==> src/design/msp_pkg.sv <==
`timescale 1ns / 1ps
// ----------------------------------------------------------------------------
// MSP v1 response deframer package
// Frame phases, result kinds, register indexes and sync byte values.
// ----------------------------------------------------------------------------
package msp_pkg;

  localparam int unsigned ByteW   = 8;
  localparam int unsigned KindW   = 2;
  localparam int unsigned CfgIdxW = 1;

  localparam logic [ByteW-1:0] SyncDollar = 8'h24;
  localparam logic [ByteW-1:0] SyncEm     = 8'h4D;
  localparam logic [ByteW-1:0] SyncGt     = 8'h3E;

  typedef enum logic [2:0] {
    PH_HUNT  = 3'd0,
    PH_EM    = 3'd1,
    PH_GT    = 3'd2,
    PH_LEN   = 3'd3,
    PH_CMD   = 3'd4,
    PH_DATA  = 3'd5,
    PH_CHECK = 3'd6
  } phase_e;

  typedef enum logic [KindW-1:0] {
    KIND_PAYLOAD = 2'd0,
    KIND_SUM_OK  = 2'd1,
    KIND_SUM_BAD = 2'd2
  } kind_e;

  typedef enum logic [CfgIdxW-1:0] {
    REG_FILTER_ENABLE  = 1'd0,
    REG_FILTER_COMMAND = 1'd1
  } cfg_reg_e;

endpackage

==> src/design/msp_if.sv <==
`timescale 1ns / 1ps
// ----------------------------------------------------------------------------
// MSP deframer channel interfaces
// Valid/ready channels for received bytes, results and register writes.
// ----------------------------------------------------------------------------
interface msp_rx_if;
  logic                       valid;
  logic                       ready;
  logic [msp_pkg::ByteW-1:0]  rx_byte;

  modport source (output valid, output rx_byte, input ready);
  modport sink   (input valid, input rx_byte, output ready);
endinterface

interface msp_res_if;
  logic                       valid;
  logic                       ready;
  logic [msp_pkg::KindW-1:0]  kind;
  logic [msp_pkg::ByteW-1:0]  command;
  logic [msp_pkg::ByteW-1:0]  data;
  logic [msp_pkg::ByteW-1:0]  position;
  logic [msp_pkg::ByteW-1:0]  frame_length;
  logic                       last;

  modport source (output valid, output kind, output command, output data,
                  output position, output frame_length, output last,
                  input ready);
  modport sink   (input valid, input kind, input command, input data,
                  input position, input frame_length, input last,
                  output ready);
endinterface

interface msp_cfg_if;
  logic                         valid;
  logic                         ready;
  logic [msp_pkg::CfgIdxW-1:0]  index;
  logic [msp_pkg::ByteW-1:0]    wdata;

  modport source (output valid, output index, output wdata, input ready);
  modport sink   (input valid, input index, input wdata, output ready);
endinterface

==> src/design/msp_v1_response_deframer_top.sv <==
`timescale 1ns / 1ps
// ----------------------------------------------------------------------------
// MSP v1 response deframer
// Parses '$','M','>' framed responses and emits payload and frame end words.
// ----------------------------------------------------------------------------
// Output: a result is registered and appears on out_o in the cycle after its byte is taken.
// Throughput: one byte per cycle while out_o is not stalled; the output register
// lets the next byte in while the previous result is being taken.
// Reset: rst_ni clears the parser to header hunt, filtering off, no result.
// ----------------------------------------------------------------------------
module msp_v1_response_deframer_top (
  input  logic            clk_i,
  input  logic            rst_ni,
  msp_rx_if.sink          in_i,
  msp_res_if.source       out_o,
  msp_cfg_if.sink         cfg_i
);

  logic                      filt_en_q;
  logic [msp_pkg::ByteW-1:0] filt_cmd_q;

  msp_pkg::phase_e           phase_q, phase_d;
  logic [msp_pkg::ByteW-1:0] len_q, len_d;
  logic [msp_pkg::ByteW-1:0] cmd_q, cmd_d;
  logic [msp_pkg::ByteW-1:0] cnt_q, cnt_d;
  logic [msp_pkg::ByteW-1:0] xor_q, xor_d;
  logic                      wanted_q, wanted_d;

  logic                      out_valid_q, out_valid_d;
  msp_pkg::kind_e            kind_q, kind_d;
  logic [msp_pkg::ByteW-1:0] ocmd_q, ocmd_d;
  logic [msp_pkg::ByteW-1:0] data_q, data_d;
  logic [msp_pkg::ByteW-1:0] pos_q, pos_d;
  logic [msp_pkg::ByteW-1:0] flen_q, flen_d;
  logic                      last_q, last_d;

  logic                      in_fire;
  logic                      res_valid;
  logic [msp_pkg::ByteW-1:0] b;
  msp_pkg::phase_e           resync;

  assign in_i.ready  = !out_valid_q || out_o.ready;
  assign in_fire     = in_i.valid && in_i.ready;
  assign cfg_i.ready = 1'b1;
  assign b           = in_i.rx_byte;
  assign resync      = (b == msp_pkg::SyncDollar) ? msp_pkg::PH_EM : msp_pkg::PH_HUNT;

  // Register writes
  always_ff @(posedge clk_i or negedge rst_ni) begin
    if (!rst_ni) begin
      filt_en_q  <= 1'b0;
      filt_cmd_q <= '0;
    end else if (cfg_i.valid) begin
      unique case (cfg_i.index)
        msp_pkg::REG_FILTER_ENABLE:  filt_en_q  <= cfg_i.wdata[0];
        msp_pkg::REG_FILTER_COMMAND: filt_cmd_q <= cfg_i.wdata;
        default: ;
      endcase
    end
  end

  always_comb begin
    phase_d   = phase_q;
    len_d     = len_q;
    cmd_d     = cmd_q;
    cnt_d     = cnt_q;
    xor_d     = xor_q;
    wanted_d  = wanted_q;
    res_valid = 1'b0;
    kind_d    = msp_pkg::KIND_PAYLOAD;
    data_d    = b;
    pos_d     = '0;
    last_d    = 1'b0;
    unique case (phase_q)
      msp_pkg::PH_EM: begin
        phase_d = (b == msp_pkg::SyncEm) ? msp_pkg::PH_GT : resync;
      end
      msp_pkg::PH_GT: begin
        phase_d = (b == msp_pkg::SyncGt) ? msp_pkg::PH_LEN : resync;
      end
      msp_pkg::PH_LEN: begin
        len_d   = b;
        xor_d   = b;
        cnt_d   = '0;
        phase_d = msp_pkg::PH_CMD;
      end
      msp_pkg::PH_CMD: begin
        cmd_d    = b;
        xor_d    = xor_q ^ b;
        wanted_d = !filt_en_q || (b == filt_cmd_q);
        phase_d  = (len_q == '0) ? msp_pkg::PH_CHECK : msp_pkg::PH_DATA;
      end
      msp_pkg::PH_DATA: begin
        res_valid = wanted_q;
        pos_d     = cnt_q;
        xor_d     = xor_q ^ b;
        cnt_d     = cnt_q + 1'b1;
        if (cnt_d == len_q) begin
          phase_d = msp_pkg::PH_CHECK;
        end
      end
      msp_pkg::PH_CHECK: begin
        res_valid = wanted_q;
        kind_d    = (b == xor_q) ? msp_pkg::KIND_SUM_OK : msp_pkg::KIND_SUM_BAD;
        last_d    = 1'b1;
        phase_d   = msp_pkg::PH_HUNT;
      end
      default: begin
        // hunting, and any unused phase code
        phase_d = resync;
      end
    endcase
    ocmd_d = cmd_q;
    flen_d = len_q;
  end

  always_comb begin
    if (in_fire) begin
      out_valid_d = res_valid;
    end else if (out_o.ready) begin
      out_valid_d = 1'b0;
    end else begin
      out_valid_d = out_valid_q;
    end
  end

  always_ff @(posedge clk_i or negedge rst_ni) begin
    if (!rst_ni) begin
      phase_q     <= msp_pkg::PH_HUNT;
      len_q       <= '0;
      cmd_q       <= '0;
      cnt_q       <= '0;
      xor_q       <= '0;
      wanted_q    <= 1'b1;
      out_valid_q <= 1'b0;
    end else begin
      out_valid_q <= out_valid_d;
      if (in_fire) begin
        phase_q  <= phase_d;
        len_q    <= len_d;
        cmd_q    <= cmd_d;
        cnt_q    <= cnt_d;
        xor_q    <= xor_d;
        wanted_q <= wanted_d;
      end
    end
  end

  // Result word: load only when a new one is produced
  always_ff @(posedge clk_i) begin
    if (in_fire && res_valid) begin
      kind_q <= kind_d;
      ocmd_q <= ocmd_d;
      data_q <= data_d;
      pos_q  <= pos_d;
      flen_q <= flen_d;
      last_q <= last_d;
    end
  end

  assign out_o.valid        = out_valid_q;
  assign out_o.kind         = kind_q;
  assign out_o.command      = ocmd_q;
  assign out_o.data         = data_q;
  assign out_o.position     = pos_q;
  assign out_o.frame_length = flen_q;
  assign out_o.last         = last_q;

endmodule

==> src/flat_wrapper.sv <==
// flat-port wrapper written by rule: the top's interface ports become plain ports
module msp_v1_response_deframer_top_flat 
  (clk_i, rst_ni, in_i_valid, in_i_rx_byte, in_i_ready, out_o_valid, out_o_kind, out_o_command, out_o_data, out_o_position, out_o_frame_length, out_o_last, out_o_ready, cfg_i_valid, cfg_i_index, cfg_i_wdata, cfg_i_ready);
  msp_rx_if in_i_i ();
  msp_res_if out_o_i ();
  msp_cfg_if cfg_i_i ();
  input  logic clk_i;
  input  logic rst_ni;
  input wire logic [$bits(in_i_i.valid)-1:0] in_i_valid;
  input wire logic [$bits(in_i_i.rx_byte)-1:0] in_i_rx_byte;
  output wire logic [$bits(in_i_i.ready)-1:0] in_i_ready;
  output wire logic [$bits(out_o_i.valid)-1:0] out_o_valid;
  output wire logic [$bits(out_o_i.kind)-1:0] out_o_kind;
  output wire logic [$bits(out_o_i.command)-1:0] out_o_command;
  output wire logic [$bits(out_o_i.data)-1:0] out_o_data;
  output wire logic [$bits(out_o_i.position)-1:0] out_o_position;
  output wire logic [$bits(out_o_i.frame_length)-1:0] out_o_frame_length;
  output wire logic [$bits(out_o_i.last)-1:0] out_o_last;
  input wire logic [$bits(out_o_i.ready)-1:0] out_o_ready;
  input wire logic [$bits(cfg_i_i.valid)-1:0] cfg_i_valid;
  input wire logic [$bits(cfg_i_i.index)-1:0] cfg_i_index;
  input wire logic [$bits(cfg_i_i.wdata)-1:0] cfg_i_wdata;
  output wire logic [$bits(cfg_i_i.ready)-1:0] cfg_i_ready;
  assign in_i_i.valid = in_i_valid;
  assign in_i_i.rx_byte = in_i_rx_byte;
  assign in_i_ready = in_i_i.ready;
  assign out_o_valid = out_o_i.valid;
  assign out_o_kind = out_o_i.kind;
  assign out_o_command = out_o_i.command;
  assign out_o_data = out_o_i.data;
  assign out_o_position = out_o_i.position;
  assign out_o_frame_length = out_o_i.frame_length;
  assign out_o_last = out_o_i.last;
  assign out_o_i.ready = out_o_ready;
  assign cfg_i_i.valid = cfg_i_valid;
  assign cfg_i_i.index = cfg_i_index;
  assign cfg_i_i.wdata = cfg_i_wdata;
  assign cfg_i_ready = cfg_i_i.ready;
  msp_v1_response_deframer_top u_core (.clk_i(clk_i), .rst_ni(rst_ni), .in_i(in_i_i), .out_o(out_o_i), .cfg_i(cfg_i_i));
endmodule
==> config.mk <==
export PLATFORM = sky130hd
export DESIGN_NAME = msp_v1_response_deframer_top_flat
export DESIGN_NICKNAME = d
export VERILOG_FILES = /design/src/design/msp_pkg.sv /design/src/design/msp_if.sv /design/src/design/msp_v1_response_deframer_top.sv /design/src/flat_wrapper.sv
export SDC_FILE = /design/constraint.sdc
export NUM_CORES = 1
export LEC_CHECK = 0
export BUFFER_PORTS_ARGS = -buffer_cell sky130_fd_sc_hd__buf_2
export CORE_ASPECT_RATIO = 1.4
export CORE_MARGIN = 8
export CORE_UTILIZATION = 56
export DETAILED_ROUTE_END_ITERATION = 10
export PLACE_DENSITY = 0.84
export SLEW_MARGIN = 20
export SYNTH_ARGS = -nofsm -noshare
export SYNTH_HDL_FRONTEND = slang
export SYNTH_SLANG_ARGS = --single-unit
export TNS_END_PERCENT = 20
==> constraint.sdc <==
create_clock -name clk_i -period 3.7 [get_ports clk_i]
set_input_delay 0.74 -clock clk_i [delete_from_list [all_inputs] [get_ports clk_i]]
set_output_delay 0.74 -clock clk_i [all_outputs]
set_load 0.05 [all_outputs]
Word-level counts from Yosys, hierarchy flattened
Index checks and enable logic that the tools add are counted.
- output and inout bits: 38
- logic and storage cells: 63
- register bits after elaboration: 81
- bits of input ports: 22
- bitwise logic cells: 2
- mux-type cells: 13
- reduce and logical (&&, ||, !) cells: 19
- add/subtract/negate cells: 1
- eq/ne operators: 13
- operator list (operator ; count):
    one-hot mux 8 bit (2 select lines) ; 2
    equality test 8 bit ; 3
    one-hot mux 3 bit (6 select lines) ; 1
    equality test 8 x 6 -> 1 bit (second input constant) ; 2
    AND reduction 2 bit ; 7
    equality test 3 bit (second input constant) ; 3
    2-to-1 mux 3 bit ; 3
    adder 8 x 1 -> 8 bit (second input constant) ; 1
    equality test 8 x 7 -> 1 bit (second input constant) ; 1
    logical NOT 8 bit ; 1
    XOR 8 bit ; 1
    equality test 3 x 2 -> 1 bit (second input constant) ; 2
    nonzero test 2 bit ; 3
    2-to-1 mux 1 bit ; 5
    2-to-1 mux 2 bit ; 2
    OR reduction 2 bit ; 2
    equality test 3 x 1 -> 1 bit (second input constant) ; 1
    logical AND 1 bit ; 2
    logical NOT 1 bit ; 2
    logical OR 1 bit ; 2
    inequality test 2 x 1 -> 1 bit (second input constant) ; 1
    NOT 1 bit ; 1

Longest topological paths before layout
- depth after elaboration: 4
- mapped depth: 6
- mapped depth without buffers: 6

Least setup slack after synthesis
Ideal clock, no wire load.
- path kind: input-to-reg
- start: in in_i_valid
- end: reg u_core.ocmd_q (netlist bit u_core.out_o.command[0]) (enable)
- setup time: 0.427 ns
- stages: 4
- data required time: 3.273 ns
- path slack: 0.588 ns
- buffers on the path: 0
- arrival time: 2.685 ns
- path through: inv_1 > nor2_1 > nand2_1 > nor2_1
- cells in the longest elaborated chain, start to end: 2
- ends and longest elaborated chain (element ; RTL line ; text):
    start: declaration ; flat_wrapper.sv:9 ; input wire logic [$bits(in_i_i.valid)-1:0] in_i_valid;
    logical AND 1 bit ; msp_v1_response_deframer_top.sv:43 ; assign in_fire = in_i.valid && in_i.ready;
    logical AND 1 bit ; msp_v1_response_deframer_top.sv:151 ; if (in_fire && res_valid) begin
    end signal: assignment ; msp_v1_response_deframer_top.sv:153 ; ocmd_q <= ocmd_d;
    end: declaration ; msp_v1_response_deframer_top.sv:31 ; logic [msp_pkg::ByteW-1:0] ocmd_q, ocmd_d;
Every way passes these cells.
A chain may end at the register's enable or synchronous reset.

Worst setup path in the final report
- start: in out_o_ready
- end: out in_i_ready
- cells in the longest elaborated chain, start to end: 1
- ends and longest elaborated chain (element ; RTL line ; text):
    start: declaration ; flat_wrapper.sv:19 ; input wire logic [$bits(out_o_i.ready)-1:0] out_o_ready;
    logical OR 1 bit ; msp_v1_response_deframer_top.sv:42 ; assign in_i.ready = !out_valid_q || out_o.ready;
    end: declaration ; flat_wrapper.sv:11 ; output wire logic [$bits(in_i_i.ready)-1:0] in_i_ready;
Every way passes these cells.

==> impl_results.md <==
* Post-DP Area at 0.004014 mm^2
* Clock Skews at 0.007971 ns
* Hold WS at 0.3778 ns
* First-pass GRT wire length at 12330 um
* Outcome: complete, no violations
* Vias in the first global route at 2520
* Crit Path Class: in2out
* Syn avg cell area at 12.40 um^2
* Seq/Total Area, Yosys at 0.5941
* Setup TNS at 0 ns
* Initial Util at 0.5722
* Area occupied by multi-input gates at 0.001405 mm^2
* Final Max Tran Viols at 0
* # diodes at 0
* Final worst slack at 1.513 ns
* Mapped cell area at 0.003709 mm^2
* Total clock sinks at 81
* Drt via density at 5.822
* GRT overflow at 0
* Syn_nets at 322
* CTS clk-pin slew, worst paths at 0.08 ns
* Worst Max-Slew Pin Slew at 0.5945 ns
* Unrepaired setup endpoints after global routing: no
* Post-Syn Instances at 299
* Tot GR Track Use at 0.1650
* Critical Path Start Type: primary input
* Largest net degree at the start of global routing at 47
* FF+latch area at 0.002203 mm^2
* FF-to-FF setup slack at 1.58 ns
* Achievable frequency at 457.3 MHz
* Via count at 2515
* # DRC at 0
* Die Area at 0.009519 mm^2
* Layout net count at 376
* Reg-to-Reg Start: u_core.phase_q[2]$_DFFE_PN0P_
* Setup Slack @ Placement at 1.351 ns
* Layout cell share with drive strength beyond 1 at 0.3212
* H-tree depth at 3
* Pwr per Cell Area at 674.6 mW/mm^2
* DR iter-0 viols at 150
* Ports at 60
* Root Buffer: clkbuf_8
* CTS max path bufs at 2
* Wire length per cell at 17.14 um
* Core Area at 0.006481 mm^2
* Post-DP HPWL at 5251 um
* Post-Layout Inst Area at 0.004223 mm^2
* Leak pwr at 0.001742 uW
* Worst VDD drop at 0.3731 mV
* Critical path arrival at 1.45 ns
* #FFs+latches synth at 81
* Initial antenna violation count at 0
* # setup viols final at 0
* Die width at 84.78 um
* R2r endpoint: u_core.cnt_q[5]$_DFFE_PN0P_
* Yosys Warn Count at 0
* IO buf count at 58
* Synth cell types at 54
* Routed WL at 7403 um
* Pre-antenna DRT Iters at 4
* Minimum clock period at 2.187 ns
* CP max FO at 7
* Skew-Pair Late Insertion Delay at 0.35 ns
* Main synth FF type: dfrtp_1
* Area Growth Syn to Fin at 13.87%
* Die height at 112.3 um
* Filler cell count at 501
* CTS Buf Count at 9
* # hold bufs at CTS at 0
* Post-synth ARST share at 0.5679
* Postcts setup bufs at 0
* Hold WC Path Type: in2async
* Final hold vios at 0
* Post_cts resized at 0
* Data required time of the worst path at 2.96 ns
* Critical path capture point type: primary output
* FF-to-FF path depth at 5
* Period utilization at 0.5910
* EDFF count, synth at 35
* Worst relative slew slack at 0.6027
* TritonCTS clock tree: built
* GP Congestion at 0.8843
* MaxCap Viol Count at 0
* Routed Antenna Nets at 0
* Rows at 35
==> where the power goes <==
part	leakage, uW	internal (uW)	switching (uW)
clock network	0.0000988	323	339
registers	0.000909	1170	229
logic	0.000735	333	450
total	0.00174	1830	1020
==> layout by cell type, fill, tap and decap left out, types with 2 or more instances in the layout <==
cell type	Yosys	layout
nor2_1	18	17
and3_4	2	2
a311oi_1	2	2
nor4_1	5	5
and2_1	11	11
nor3_1	3	3
and3b_1	2	2
inv_6	0	3
o31ai_1	2	2
nand4_1	4	4
or3_1	2	2
a31oi_1	4	4
dfrtp_1	45	45
xor2_1	12	12
mux2_2	27	27
buf_2	1	57
nand2_1	18	18
o22ai_1	3	3
a211oi_1	4	4
and3_1	2	2
clkinvlp_4	0	2
xnor2_1	15	15
inv_1	3	3
nand3_1	7	7
o21ai_0	18	18
nand2b_1	3	3
buf_4	5	2
a21oi_1	11	11
edfxtp_1	35	35
clkbuf_8	0	9
==> worst max-delay path, stage by stage <==
cell	delay [ns]
buf_2	0.11
nor2b_4	0.22
inv_1	0.14
buf_2	0.24
==> sequential cells by signal, summed over array words and instances, names as in the netlist, 8 cells and up <==
signal,flops
u_core.cmd_q,8
u_core.out_o.command,8
u_core.out_o.frame_length,8
u_core.xor_q,8
u_core.filt_cmd_q,8
u_core.cnt_q,8
u_core.flen_d,8
u_core.out_o.position,8
u_core.out_o.data,8
==> per-layer routing <==
metal  share of wire  GRT usage  vias up
met5               0          0        -
met4           0.020    0.09547        0
met3           0.057    0.04094        9
met2            0.52     0.2799       76
met1            0.40     0.1832     1241
li1                -          -     1189
==> stage by stage <==
stage	std cells	utilization	power [uW]
6_report	432	0.6515	2849
5_1_grt	432	0.6515	3008
4_1_cts	432	0.6512	2858
3_5_place_dp	416	0.6193	2192
3_3_place_gp	416	0.6193	2155
2_1_floorplan	299	-	2004
==> cell type report <==
cell class / count / share of cell area
inverter: 4 / 0.003556
multi-input combinational: 198 / 0.3327
clock inverter: 7 / 0.01956
sequential: 81 / 0.5218
clock buffer: 9 / 0.02933
tap: 74 / 0.02193
timing repair buffer: 59 / 0.07111
==> logic make-up (layout without fill, tap and decap cells) <==
group	Yosys count	count (layout)	share of synthesized area
simple gates	90	90	0.1393
flops	81	81	0.5941
compound gates	52	52	0.08874
xor+xnor	27	27	0.06377
mux	27	27	0.08198
buf+inv	20	79	0.02766
fa+ha+maj	1	1	0.003373
other cells	1	1	0.001011
==> synthesized netlist by cell type, drive strengths merged (7+ instances only) <==
master | number | share of area
clkbuf | 9 | 0.0091
a21oi | 11 | 0.015
xor2 | 12 | 0.028
nand3 | 7 | 0.0094
buf | 7 | 0.015
xnor2 | 15 | 0.035
dfrtp | 45 | 0.30
o21ai | 18 | 0.024
edfxtp | 35 | 0.28
and2 | 12 | 0.021
nor2 | 19 | 0.021
mux2 | 27 | 0.082
nand2 | 19 | 0.020
==> worst max path at each step <==
stage	to	startpoint	cells after the start	slack, ns
after CTS	in_i_ready	out_o_ready	4	1.52
after detailed placement	u_core.cnt_q[3]$_DFFE_PN0P_	out_o_ready	7	1.35
after floorplan	u_core.out_o.command[0]$_DFFE_PP_	in_i_valid	4	0.59
after global routing	u_core.cnt_q[7]$_DFFE_PN0P_	u_core.phase_q[2]$_DFFE_PN0P_	5	1.41
after global placement	u_core.cnt_q[3]$_DFFE_PN0P_	out_o_ready	7	1.46
final	in_i_ready	out_o_ready	4	1.51
(Power assumes the default switching activity.)
